### config.mk
export PLATFORM = sky130hd
export DESIGN_NAME = color_euclidean_morph_gradient_unit
export DESIGN_NICKNAME = d
export VERILOG_FILES = /design/src/rtl/core/cemg_pkg.sv /design/src/rtl/core/cemg_front.sv /design/src/rtl/core/cemg_queue.sv /design/src/rtl/core/cemg_back.sv /design/src/rtl/core/color_euclidean_morph_gradient_unit.sv
export SDC_FILE = /design/constraint.sdc
export NUM_CORES = 1
export LEC_CHECK = 0
export BUFFER_PORTS_ARGS = -buffer_cell sky130_fd_sc_hd__clkbuf_2
export CORE_ASPECT_RATIO = 1.4
export CORE_MARGIN = 3
export CORE_UTILIZATION = 60
export CTS_CLUSTER_DIAMETER = 200
export DETAILED_ROUTE_END_ITERATION = 12
export MAX_ROUTING_LAYER = met4
export PLACE_DENSITY = 0.75
export SLEW_MARGIN = 15
export SYNTH_ARGS = -nofsm -noshare
export SYNTH_HDL_FRONTEND = slang
export SYNTH_SLANG_ARGS = --single-unit
### constraint.sdc
create_clock -name clk -period 8.4 [get_ports clk]
set_clock_uncertainty 0.2 [all_clocks]
set_input_delay 0.84 -clock clk [delete_from_list [all_inputs] [get_ports clk]]
set_output_delay 0.84 -clock clk [all_outputs]
set_load 0.02 [all_outputs]
### src/rtl/core/cemg_pkg.sv
`default_nettype none
package cemg_pkg;

	// fixed field widths of the stream channels
	localparam int CHAN_W = 8;
	localparam int NUM_CHAN = 3;
	localparam int S_DATA_W = 2 * NUM_CHAN * CHAN_W;
	localparam int GRAD_W = 8;
	localparam int M_DATA_W = GRAD_W;
	localparam logic [GRAD_W-1:0] GRAD_MAX = 8'd255;

	// defaults for the top level parameters
	localparam int CHANNEL_BITS_DEF = 8;

	// entries in the queue between front and back
	localparam int QUEUE_DEPTH = 2;

	// back part sequencer
	typedef enum logic [1:0] {
		BK_IDLE,
		BK_DIV,
		BK_SQRT,
		BK_HOLD
	} bk_state_t;

endpackage
`default_nettype wire

### src/rtl/core/cemg_front.sv
`default_nettype none
module cemg_front #(
	parameter int CHANNEL_BITS = cemg_pkg::CHANNEL_BITS_DEF,
	parameter int SUM_W = 2 * CHANNEL_BITS + 2
) (
	input  wire logic                        clk,
	input  wire logic                        arst_n,
	input  wire logic                        in_valid,
	output logic                             in_ready,
	input  wire logic [cemg_pkg::S_DATA_W-1:0] in_data,
	input  wire logic                        in_last,
	output logic                             push_valid,
	input  wire logic                        push_ready,
	output logic [SUM_W-1:0]                 push_data
);
	import cemg_pkg::*;

	localparam int CW = CHANNEL_BITS;
	localparam int SQ_W = 2 * CW;

	logic [NUM_CHAN-1:0][CW-1:0]   cen_w;
	logic [NUM_CHAN-1:0][CW-1:0]   nbr_w;
	logic [NUM_CHAN-1:0][CW-1:0]   diff_w;
	logic [NUM_CHAN-1:0][SQ_W-1:0] sq_w;
	logic [NUM_CHAN-1:0][SQ_W-1:0] sq_s1;
	logic                          valid_s1;
	logic                          last_s1;
	logic [SUM_W-1:0]              max_q;
	logic [SUM_W-1:0]              sum_w;
	logic [SUM_W-1:0]              cand_w;
	logic                          adv_w;

	// channel fields, masked or zero-extended to the working width
	for (genvar k = 0; k < NUM_CHAN; k++) begin : g_chan
		for (genvar b = 0; b < CW; b++) begin : g_bit
			if (b < CHAN_W) begin : g_in
				assign cen_w[k][b] = in_data[k*CHAN_W + b];
				assign nbr_w[k][b] = in_data[(NUM_CHAN + k)*CHAN_W + b];
			end else begin : g_zero
				assign cen_w[k][b] = 1'b0;
				assign nbr_w[k][b] = 1'b0;
			end
		end
	end

	// absolute differences and their squares
	always_comb begin
		for (int k = 0; k < NUM_CHAN; k++) begin
			diff_w[k] = (cen_w[k] >= nbr_w[k]) ? (cen_w[k] - nbr_w[k]) : (nbr_w[k] - cen_w[k]);
			sq_w[k] = SQ_W'(diff_w[k]) * SQ_W'(diff_w[k]);
		end
	end

	// stage two: sum and running maximum
	assign sum_w = SUM_W'(sq_s1[0]) + SUM_W'(sq_s1[1]) + SUM_W'(sq_s1[2]);
	assign cand_w = (sum_w > max_q) ? sum_w : max_q;

	// a final neighbor waits in stage one until the queue takes it
	assign push_valid = valid_s1 & last_s1;
	assign push_data = cand_w;
	assign adv_w = ~valid_s1 | ~last_s1 | push_ready;
	assign in_ready = adv_w;

	// stage one control
	always_ff @(posedge clk or negedge arst_n) begin
		if (!arst_n) begin
			valid_s1 <= 1'b0;
		end else if (adv_w) begin
			valid_s1 <= in_valid;
		end
	end

	// stage one payload
	always_ff @(posedge clk) begin
		if (adv_w && in_valid) begin
			sq_s1 <= sq_w;
			last_s1 <= in_last;
		end
	end

	// running maximum, cleared when a group closes
	always_ff @(posedge clk or negedge arst_n) begin
		if (!arst_n) begin
			max_q <= '0;
		end else if (valid_s1 && adv_w) begin
			max_q <= last_s1 ? '0 : cand_w;
		end
	end

endmodule
`default_nettype wire

### src/rtl/core/cemg_queue.sv
`default_nettype none
module cemg_queue #(
	parameter int DATA_W = 18
) (
	input  wire logic              clk,
	input  wire logic              arst_n,
	input  wire logic              wr_valid,
	output logic                   wr_ready,
	input  wire logic [DATA_W-1:0] wr_data,
	output logic                   rd_valid,
	input  wire logic              rd_ready,
	output logic [DATA_W-1:0]      rd_data
);
	import cemg_pkg::*;

	localparam int PTR_W = (QUEUE_DEPTH > 1) ? $clog2(QUEUE_DEPTH) : 1;
	localparam int CNT_W = $clog2(QUEUE_DEPTH + 1);

	logic [DATA_W-1:0] mem_q [QUEUE_DEPTH];
	logic [PTR_W-1:0]  wr_ptr_q;
	logic [PTR_W-1:0]  rd_ptr_q;
	logic [CNT_W-1:0]  count_q;
	logic              push_w;
	logic              pop_w;

	assign wr_ready = (count_q != CNT_W'(QUEUE_DEPTH));
	assign rd_valid = (count_q != '0);
	assign rd_data = mem_q[rd_ptr_q];
	assign push_w = wr_valid & wr_ready;
	assign pop_w = rd_valid & rd_ready;

	// pointers and fill count
	always_ff @(posedge clk or negedge arst_n) begin
		if (!arst_n) begin
			wr_ptr_q <= '0;
			rd_ptr_q <= '0;
			count_q <= '0;
		end else begin
			if (push_w) begin
				wr_ptr_q <= (wr_ptr_q == PTR_W'(QUEUE_DEPTH - 1)) ? '0 : wr_ptr_q + 1'b1;
			end
			if (pop_w) begin
				rd_ptr_q <= (rd_ptr_q == PTR_W'(QUEUE_DEPTH - 1)) ? '0 : rd_ptr_q + 1'b1;
			end
			if (push_w && !pop_w) begin
				count_q <= count_q + 1'b1;
			end else if (pop_w && !push_w) begin
				count_q <= count_q - 1'b1;
			end
		end
	end

	// entry storage
	always_ff @(posedge clk) begin
		if (push_w) begin
			mem_q[wr_ptr_q] <= wr_data;
		end
	end

endmodule
`default_nettype wire

### src/rtl/core/cemg_back.sv
`default_nettype none
module cemg_back #(
	parameter int CHANNEL_BITS = cemg_pkg::CHANNEL_BITS_DEF,
	parameter int SUM_W = 2 * CHANNEL_BITS + 2
) (
	input  wire logic                       clk,
	input  wire logic                       arst_n,
	input  wire logic                       pop_valid,
	output logic                            pop_ready,
	input  wire logic [SUM_W-1:0]           pop_data,
	output logic                            out_valid,
	input  wire logic                       out_ready,
	output logic [cemg_pkg::GRAD_W-1:0]     out_data
);
	import cemg_pkg::*;

	localparam int CW = CHANNEL_BITS;
	localparam int ROOT_W = CW + 1;
	localparam int SREM_W = CW + 3;
	localparam int CNT_W = $clog2(SUM_W / 2);
	localparam int XW = (ROOT_W > GRAD_W) ? ROOT_W : GRAD_W;
	localparam int PROD_W = 2 * SUM_W;
	// ceil(2^(SUM_W+1) / 3), exact floor(x / 3) for every SUM_W-bit x
	localparam logic [SUM_W-1:0] DIV3_M = SUM_W'(((64'd1 << (SUM_W + 1)) + 64'd2) / 64'd3);

	bk_state_t         state_q;
	bk_state_t         state_nxt;
	logic [CNT_W-1:0]  cnt_q;
	logic [SUM_W-1:0]  dq_q;
	logic [ROOT_W-1:0] root_q;
	logic [SREM_W-1:0] srem_q;
	logic [GRAD_W-1:0] out_q;
	logic              out_valid_q;
	logic              load_out;
	logic              sqrt_last;
	logic [PROD_W-1:0] prod_w;
	logic [SUM_W-1:0]  quot_w;
	logic [SREM_W-1:0] srem_n_w;
	logic [SREM_W-1:0] strial_w;
	logic              sge_w;
	logic [XW-1:0]     xroot_w;
	logic [GRAD_W-1:0] grad_w;

	assign sqrt_last = (cnt_q == CNT_W'(SUM_W / 2 - 1));

	// sequencer: divide by three in one multiply, then root two bits a step
	always_comb begin
		state_nxt = state_q;
		pop_ready = 1'b0;
		load_out = 1'b0;
		unique case (state_q)
			BK_IDLE: begin
				pop_ready = 1'b1;
				if (pop_valid) begin
					state_nxt = BK_DIV;
				end
			end
			BK_DIV: begin
				state_nxt = BK_SQRT;
			end
			BK_SQRT: begin
				if (sqrt_last) begin
					state_nxt = BK_HOLD;
				end
			end
			BK_HOLD: begin
				if (!out_valid_q || out_ready) begin
					load_out = 1'b1;
					state_nxt = BK_IDLE;
				end
			end
			default: begin
				state_nxt = BK_IDLE;
			end
		endcase
	end

	always_ff @(posedge clk or negedge arst_n) begin
		if (!arst_n) begin
			state_q <= BK_IDLE;
		end else begin
			state_q <= state_nxt;
		end
	end

	// division by three as a reciprocal multiply and shift
	assign prod_w = PROD_W'(dq_q) * PROD_W'(DIV3_M);
	assign quot_w = {1'b0, prod_w[PROD_W-1:SUM_W+1]};

	// digit-by-digit square root step
	assign srem_n_w = {srem_q[SREM_W-3:0], dq_q[SUM_W-1:SUM_W-2]};
	assign strial_w = {root_q, 2'b01};
	assign sge_w = (srem_n_w >= strial_w);

	// datapath registers
	always_ff @(posedge clk) begin
		unique case (state_q)
			BK_IDLE: begin
				dq_q <= pop_data;
				cnt_q <= '0;
			end
			BK_DIV: begin
				dq_q <= quot_w;
				cnt_q <= '0;
				root_q <= '0;
				srem_q <= '0;
			end
			BK_SQRT: begin
				srem_q <= sge_w ? (srem_n_w - strial_w) : srem_n_w;
				root_q <= {root_q[ROOT_W-2:0], sge_w};
				dq_q <= {dq_q[SUM_W-3:0], 2'b00};
				cnt_q <= cnt_q + 1'b1;
			end
			BK_HOLD: begin
				cnt_q <= '0;
			end
			default: begin
				cnt_q <= '0;
			end
		endcase
	end

	// saturate the root to the gradient range
	assign xroot_w = XW'(root_q);
	assign grad_w = (xroot_w > XW'(GRAD_MAX)) ? GRAD_MAX : xroot_w[GRAD_W-1:0];

	// output register
	always_ff @(posedge clk or negedge arst_n) begin
		if (!arst_n) begin
			out_valid_q <= 1'b0;
		end else if (load_out) begin
			out_valid_q <= 1'b1;
		end else if (out_ready) begin
			out_valid_q <= 1'b0;
		end
	end

	always_ff @(posedge clk) begin
		if (load_out) begin
			out_q <= grad_w;
		end
	end

	assign out_valid = out_valid_q;
	assign out_data = out_q;

endmodule
`default_nettype wire

### src/rtl/core/color_euclidean_morph_gradient_unit.sv
// Color morphological gradient, Euclidean form.
// Slave stream: one transaction per neighbor of the structuring element,
// carrying the center pixel, the neighbor pixel and tlast on the final
// neighbor. Master stream: one 8-bit gradient per center pixel, equal to
// floor(sqrt(max / 3)) of the largest squared channel-difference sum.
// Neighbors are taken one per cycle unless a final neighbor waits on a
// full queue; the front squares and sums them in two register stages
// and keeps the running maximum. A closed group goes through a two-entry
// queue to the back, which takes one entry at a time: it pops the sum,
// divides by three with one reciprocal multiply, takes the root two bits
// a cycle, then loads the gradient into the output register before it
// pops the next entry.
// Groups that arrive faster than the back finishes results fill the queue;
// the slave side then stalls only on a final neighbor while the queue is
// full.
// A stalled master side holds the gradient in the output register while
// the back already works on the next group.
// Reset clears the running maximum, the queue and the sequencer.
`default_nettype none
module color_euclidean_morph_gradient_unit #(
	parameter int CHANNEL_BITS = cemg_pkg::CHANNEL_BITS_DEF
) (
	input  wire logic                         clk,
	input  wire logic                         arst_n,
	input  wire logic                         s_tvalid,
	output logic                              s_tready,
	// center_chan0, center_chan1, center_chan2,
	// neighbor_chan0, neighbor_chan1, neighbor_chan2
	input  wire logic [cemg_pkg::S_DATA_W-1:0] s_tdata,
	input  wire logic                         s_tlast,   // last_neighbor
	output logic                              m_tvalid,
	input  wire logic                         m_tready,
	// gradient
	output logic [cemg_pkg::M_DATA_W-1:0]     m_tdata
);
	import cemg_pkg::*;

	localparam int SUM_W = 2 * CHANNEL_BITS + 2;

	logic             push_valid;
	logic             push_ready;
	logic [SUM_W-1:0] push_data;
	logic             pop_valid;
	logic             pop_ready;
	logic [SUM_W-1:0] pop_data;

	cemg_front #(
		.CHANNEL_BITS(CHANNEL_BITS),
		.SUM_W(SUM_W)
	) u_front (
		.clk(clk),
		.arst_n(arst_n),
		.in_valid(s_tvalid),
		.in_ready(s_tready),
		.in_data(s_tdata),
		.in_last(s_tlast),
		.push_valid(push_valid),
		.push_ready(push_ready),
		.push_data(push_data)
	);

	cemg_queue #(
		.DATA_W(SUM_W)
	) u_queue (
		.clk(clk),
		.arst_n(arst_n),
		.wr_valid(push_valid),
		.wr_ready(push_ready),
		.wr_data(push_data),
		.rd_valid(pop_valid),
		.rd_ready(pop_ready),
		.rd_data(pop_data)
	);

	cemg_back #(
		.CHANNEL_BITS(CHANNEL_BITS),
		.SUM_W(SUM_W)
	) u_back (
		.clk(clk),
		.arst_n(arst_n),
		.pop_valid(pop_valid),
		.pop_ready(pop_ready),
		.pop_data(pop_data),
		.out_valid(m_tvalid),
		.out_ready(m_tready),
		.out_data(m_tdata)
	);

	// slave side stalls only behind a final neighbor the queue cannot take
	a_stall_cause: assert property (@(posedge clk) disable iff (!arst_n)
		!s_tready |-> (push_valid && !push_ready))
		else $error("slave stall without a blocked queue push");

	// a blocked push keeps waiting
	a_push_hold: assert property (@(posedge clk) disable iff (!arst_n)
		(push_valid && !push_ready) |=> push_valid)
		else $error("queue push dropped while blocked");

	// back takes one queue entry and is then busy
	a_back_busy: assert property (@(posedge clk) disable iff (!arst_n)
		(pop_valid && pop_ready) |=> !pop_ready)
		else $error("back took a second entry while busy");

endmodule
`default_nettype wire

### After elaboration in Yosys (flattened, before gate mapping)

Memory sizes are Yosys's and may differ from the RTL's.
Cells that the tools add are included.
W data, S select, Z words.

| cells by class | value |
|---|---|
| add/sub/neg operators | 14 |
| multipliers | 4 |
| magnitude comparators | 6 |
| equality and inequality tests | 8 |
| muxes and demuxes | 25 |
| bitwise operators | 7 |
| reductions and logical operators | 16 |

Operators by type and width:

| kind | count |
|---|---|
| $pmux W18 S3 | 1 |
| $mul A8 B8 Y16 | 3 |
| $sub A8 B8 Y8 | 6 |
| $mul A18 B18 Y36 const B | 1 |
| $mux W18 | 2 |
| $pmux W9 S2 | 2 |
| $ge A8 B8 Y1 | 3 |
| $mux W8 | 3 |
| $add A18 B16 Y18 | 1 |
| $gt A18 B18 Y1 | 1 |
| $add A16 B16 Y17 | 1 |
| $ge A11 B11 Y1 | 1 |
| $mux W2 | 5 |
| $gt A9 B8 Y1 const B | 1 |
| $mux W1 | 9 |
| $mux W9 | 1 |
| $sub A9 B9 Y9 | 1 |
| $pmux W2 S4 | 1 |
| $pmux W4 S2 | 1 |
| $reduce_bool A2 Y1 | 4 |
| $add A4 B1 Y4 const B | 1 |
| $eq A2 B2 Y1 const B | 2 |
| $eq A4 B4 Y1 const B | 1 |
| $logic_and A1 B1 Y1 | 4 |
| 15 further kinds | 24 |

| storage, ports and cells | value |
|---|---|
| register bits after elaboration | 123 |
| bits in writable memories | 36 |
| output and inout port bits | 10 |
| word-level logic and storage cells | 97 |
| memories kept | 1 |

Memory list:

| memory | depth | bits a word | rd ports | clocked after memory_dff | write ports | RTL line | RTL |
|---|---|---|---|---|---|---|---|
| u_queue.mem_q | 2 | 18 | 1 | 0 | 1 | cemg_queue.sv:19 | `logic [DATA_W-1:0] mem_q [QUEUE_DEPTH];` |

### Logic depth before layout (Yosys ltp)

| logic depth | value |
|---|---|
| depth in word-level cells | 6 |
| depth in mapped cells | 30 |
| mapped depth without buffers | 30 |

### By module

Synthesis repeated with hierarchy kept, for this count alone.

| unflattened totals | value |
|---|---|
| cells, all modules | 2123 |
| area, all modules | 20858.8 µm² |

Modules (own cells, without submodules):

| module | instances | cells each | area each (µm²) | sequential area each (µm²) |
|---|---|---|---|---|
| cemg_front | 1 | 1146 | 10610.2 | 1856.8 |
| cemg_back | 1 | 903 | 8705.8 | 1476.4 |
| cemg_queue | 1 | 74 | 1542.7 | 1181.1 |

### Worst setup path after synthesis

No wires, ideal clock.

| path | value |
|---|---|
| kind | input port to flip-flop |
| start | in s_tdata[16] (netlist name) |
| end | reg u_front.sq_s1[47] (netlist name), data pin |
| arrival | 6.648 ns |
| setup slack | 1.293 ns |
| cell stages on the path | 26 |
| path buffers | 0 |
| cells stage by stage | inv_1 -> ha_1 -> inv_1 -> fa_1 -> a21o_1 -> a21oi_1 -> a21oi_1 -> o211ai_1 -> nand2_1 -> mux2i_1 -> xnor2_1 -> or2_1 -> inv_1 -> fa_1 -> fa_1 -> inv_1 -> fa_1 -> fa_1 -> inv_1 -> ha_1 -> a21oi_1 -> nor2b_1 -> o2111ai_1 -> nand3_1 -> o41a_1 -> xor2_1 |

RTL lines:

| item | RTL line | RTL |
|---|---|---|
| start, declared | color_euclidean_morph_gradient_unit.sv:29 | `input wire logic [cemg_pkg::S_DATA_W-1:0] s_tdata,` |
| end signal, assigned | cemg_front.sv:76 | `sq_s1 <= sq_w;` |
| end, declared | cemg_front.sv:25 | `logic [NUM_CHAN-1:0][SQ_W-1:0] sq_s1;` |

==> reports/metrics.yaml <==
run_status:
  status: "completed"
yosys:
  synth_area_leader_cell: "ha_1"
  ys.flop_type: "edfxtp_1"
  syn-cell-area_mm2: 0.02011
  syn_avg_cell_area_um2: 9.792
  netlist_instances: 2054
  synth_edf_count: 126
  yosys_warnings: 0
  ys_seq_elements: 156
  synth_common_cells: "inv_1, ha_1, fa_1, nor2_1, edfxtp_1"
  yosys.cell_count.top_type: "inv_1"
  synth-seq-area-share_pct: 22.44
  synth.distinct_cells: 64
  async_reset_ff_share_pct: 16.67
  yosysTopAreaCellShare_pct: 22.64
  synth_fp_nets: 2661
  yosys-top-cells-area: "ha_1, fa_1, edfxtp_1"
setup_path:
  cp_slowest_cell: "xnor2_1"
  path_class: "in2reg"
  start_kind: "input pin"
  cpPeakStageDelay_ns: 0.68
  cp-end-kind: "flop"
  crit_path_frequent_cell: "inv_1"
  crit_required_ns: 8.37
  crit_arrival_ns: 7.29
  crit_path_max_fanout: 10
grt:
  overflow: 0
  grt_pass1_vias: 15078
  grt_pass1_wl_mm: 68.28
  grtUsageTotal_pct: 23.73
  grt_max_degree: 52
  antenna_found_initial: 0
job:
  maxCapViolCount: 0
clock_network:
  cts_tree: "built"
  cts_root_buf: "clkbuf_16"
  cts.sinks: 156
  cts_buffers: 17
  insertion_delay_ns: 0.43
  clk_pin_slew_worst_paths_ns: 0.07
  cts_resized: 0
  postCtsHoldBufs: 0
  post_cts_buffers: 0
  cts_buffer_depth: 2
  htreeDepth: 4
floorplan:
  fp.dieH_um: 222.6
  dieWidth_um: 160.7
  num_io_pins: 63
  start_util_pct: 61.52
  core_area_mm2: 0.03269
  die-area_mm2: 0.03579
  rows: 78
place:
  hpwl_mm: 33.66
  port_buffers: 62
  gp_congestion: 0.9762
timing:
  tns_ns: 0
  setup_viol: 0
  hold_violations: 0
  fmax_mhz: 136.6
  report.final.slew_viol_count: 0
  min_period_over_period_pct: 87.16
  finalCriticalPeriod_ns: 7.321
  relSlewSlack_pct: 26.74
  rsz0062_at_grt: "false"
  worst_slew_pin_slew_ns: 1.099
layout:
  area_growth_pct: 6.930
  n_fill_cell: 2605
  layout-drive-gt1-share_pct: 6.297
  nets: 2722
  diodes: 0
route:
  vias: 14198
  wire_per_inst_um: 15.43
  dr.first_iter.drc_count: 642
  vias_per_cell: 5.529
  wirelength_mm: 39.63
  dr.pass1.iters: 5
  ant_nets: 0
  drc: 0
min_path:
  min_path_type: "in2async"
## final timing paths
check / startpoint / endpoint / slack, ns / cells after the start
min in group clk: u_back.cnt_q[0] / u_back.cnt_q[0] / 0.28 / 1
max: s_tdata[8] / u_front.sq_s1[31] / 1.08 / 29
max in group asynchronous: arst_n / u_front.max_q[7] / 7.27 / 1
min: arst_n / u_queue.rd_ptr_q / 0.25 / 1
max reg2reg: u_back.dq_q[1] / u_back.dq_q[16] / 1.49 / 21
min reg2reg: u_back.cnt_q[0] / u_back.cnt_q[0] / 0.28 / 1
## metal layers
metal / wire (um) / GRT usage [%]
met5: 0 / -
met4: 1889 / 10.77
met3: 929 / 2.648
met2: 22420 / 45.64
met1: 14390 / 23.69
## layout make-up
class	instances	area, um2	share of cell area (%)
multi-input cells	1391	13710	63.76
flip-flops and latches	156	4514	20.99
inverters	477	1790	8.325
well taps	440	550.5	2.560
clock buffers	19	442.9	2.059
repair buffers	72	385.4	1.792
clock inverters	13	110.1	0.5120
## cells in the final DEF, fill, tap and decap left out, types with 11 or more instances in the layout
cell,Yosys,final
inv_1,471,471
ha_1,364,364
fa_1,190,190
nor2_1,130,130
edfxtp_1,126,126
a21oi_1,90,90
xnor2_1,87,87
nand2_1,66,66
clkbuf_2,0,62
xor2_1,40,40
o21ai_0,40,40
a21o_1,38,38
mux2i_1,37,37
nand3_1,36,36
o21bai_1,28,27
dfrtp_1,26,26
nand2b_1,17,17
o21ai_1,18,17
clkbuf_16,0,17
nor2b_1,16,16
a221oi_1,15,15
a22o_1,14,14
nor3_1,14,13
and2_1,12,11
o21a_1,11,11
## state kept, by name, indices dropped and copies added (netlist names)
| signal | count |
|---|---|
| u_front.valid_s1 | 1 |
| u_back.srem_q | 9 |
| u_queue.mem_q | 36 |
| u_back.root_q | 9 |
| u_back.dq_q | 18 |
| u_back.out_data | 8 |
| u_back.state_q | 2 |
| u_back.cnt_q | 4 |
| u_queue.rd_ptr_q | 1 |
| u_front.sq_s1 | 45 |
| u_front.last_s1 | 1 |
| u_front.max_q | 18 |
| u_back.out_valid | 1 |
| u_queue.count_q | 2 |
| u_queue.wr_ptr_q | 1 |
## logic make-up after synthesis
group / synth area share, %
XOR/XNOR: 5.530
AND/OR/NAND/NOR: 7.807
flip-flops: 22.44
AO/OA/AOI/OAI: 11.12
multiplexers: 2.065
adder cells (fa/ha/maj): 41.56
buffers and inverters: 9.481
## per-stage QoR
step / std cells / hold WS, ns / utilization [%] / area (um2) / worst slack (ns)
after CTS: 2568 / 0.2559 / 65.76 / 21500 / 1.072
after detailed placement: 2536 / 0.2677 / 64.07 / 20950 / 0.6189
after global routing: 2568 / 0.2802 / 65.78 / 21510 / 0.5317
after floorplan: 2054 / 0.2365 / - / 20110 / 1.293
after global placement: 2536 / 0.2520 / 64.07 / 20950 / 0.7960
final: 2568 / 0.2493 / 65.78 / 21510 / 1.079
## critical path: cells and delay by family
kind                     cells  cell delay, ns
multiplexers                 1            0.21
AO/OA/AOI/OAI                8            1.48
adder cells (fa/ha/maj)      7            2.57
XOR/XNOR                     2            0.81
buffers and inverters        6            0.38
AND/OR/NAND/NOR              5            0.99
Power is not shown: default switching activity piles up to over one toggle a cycle in this logic, so the estimate is an artifact.
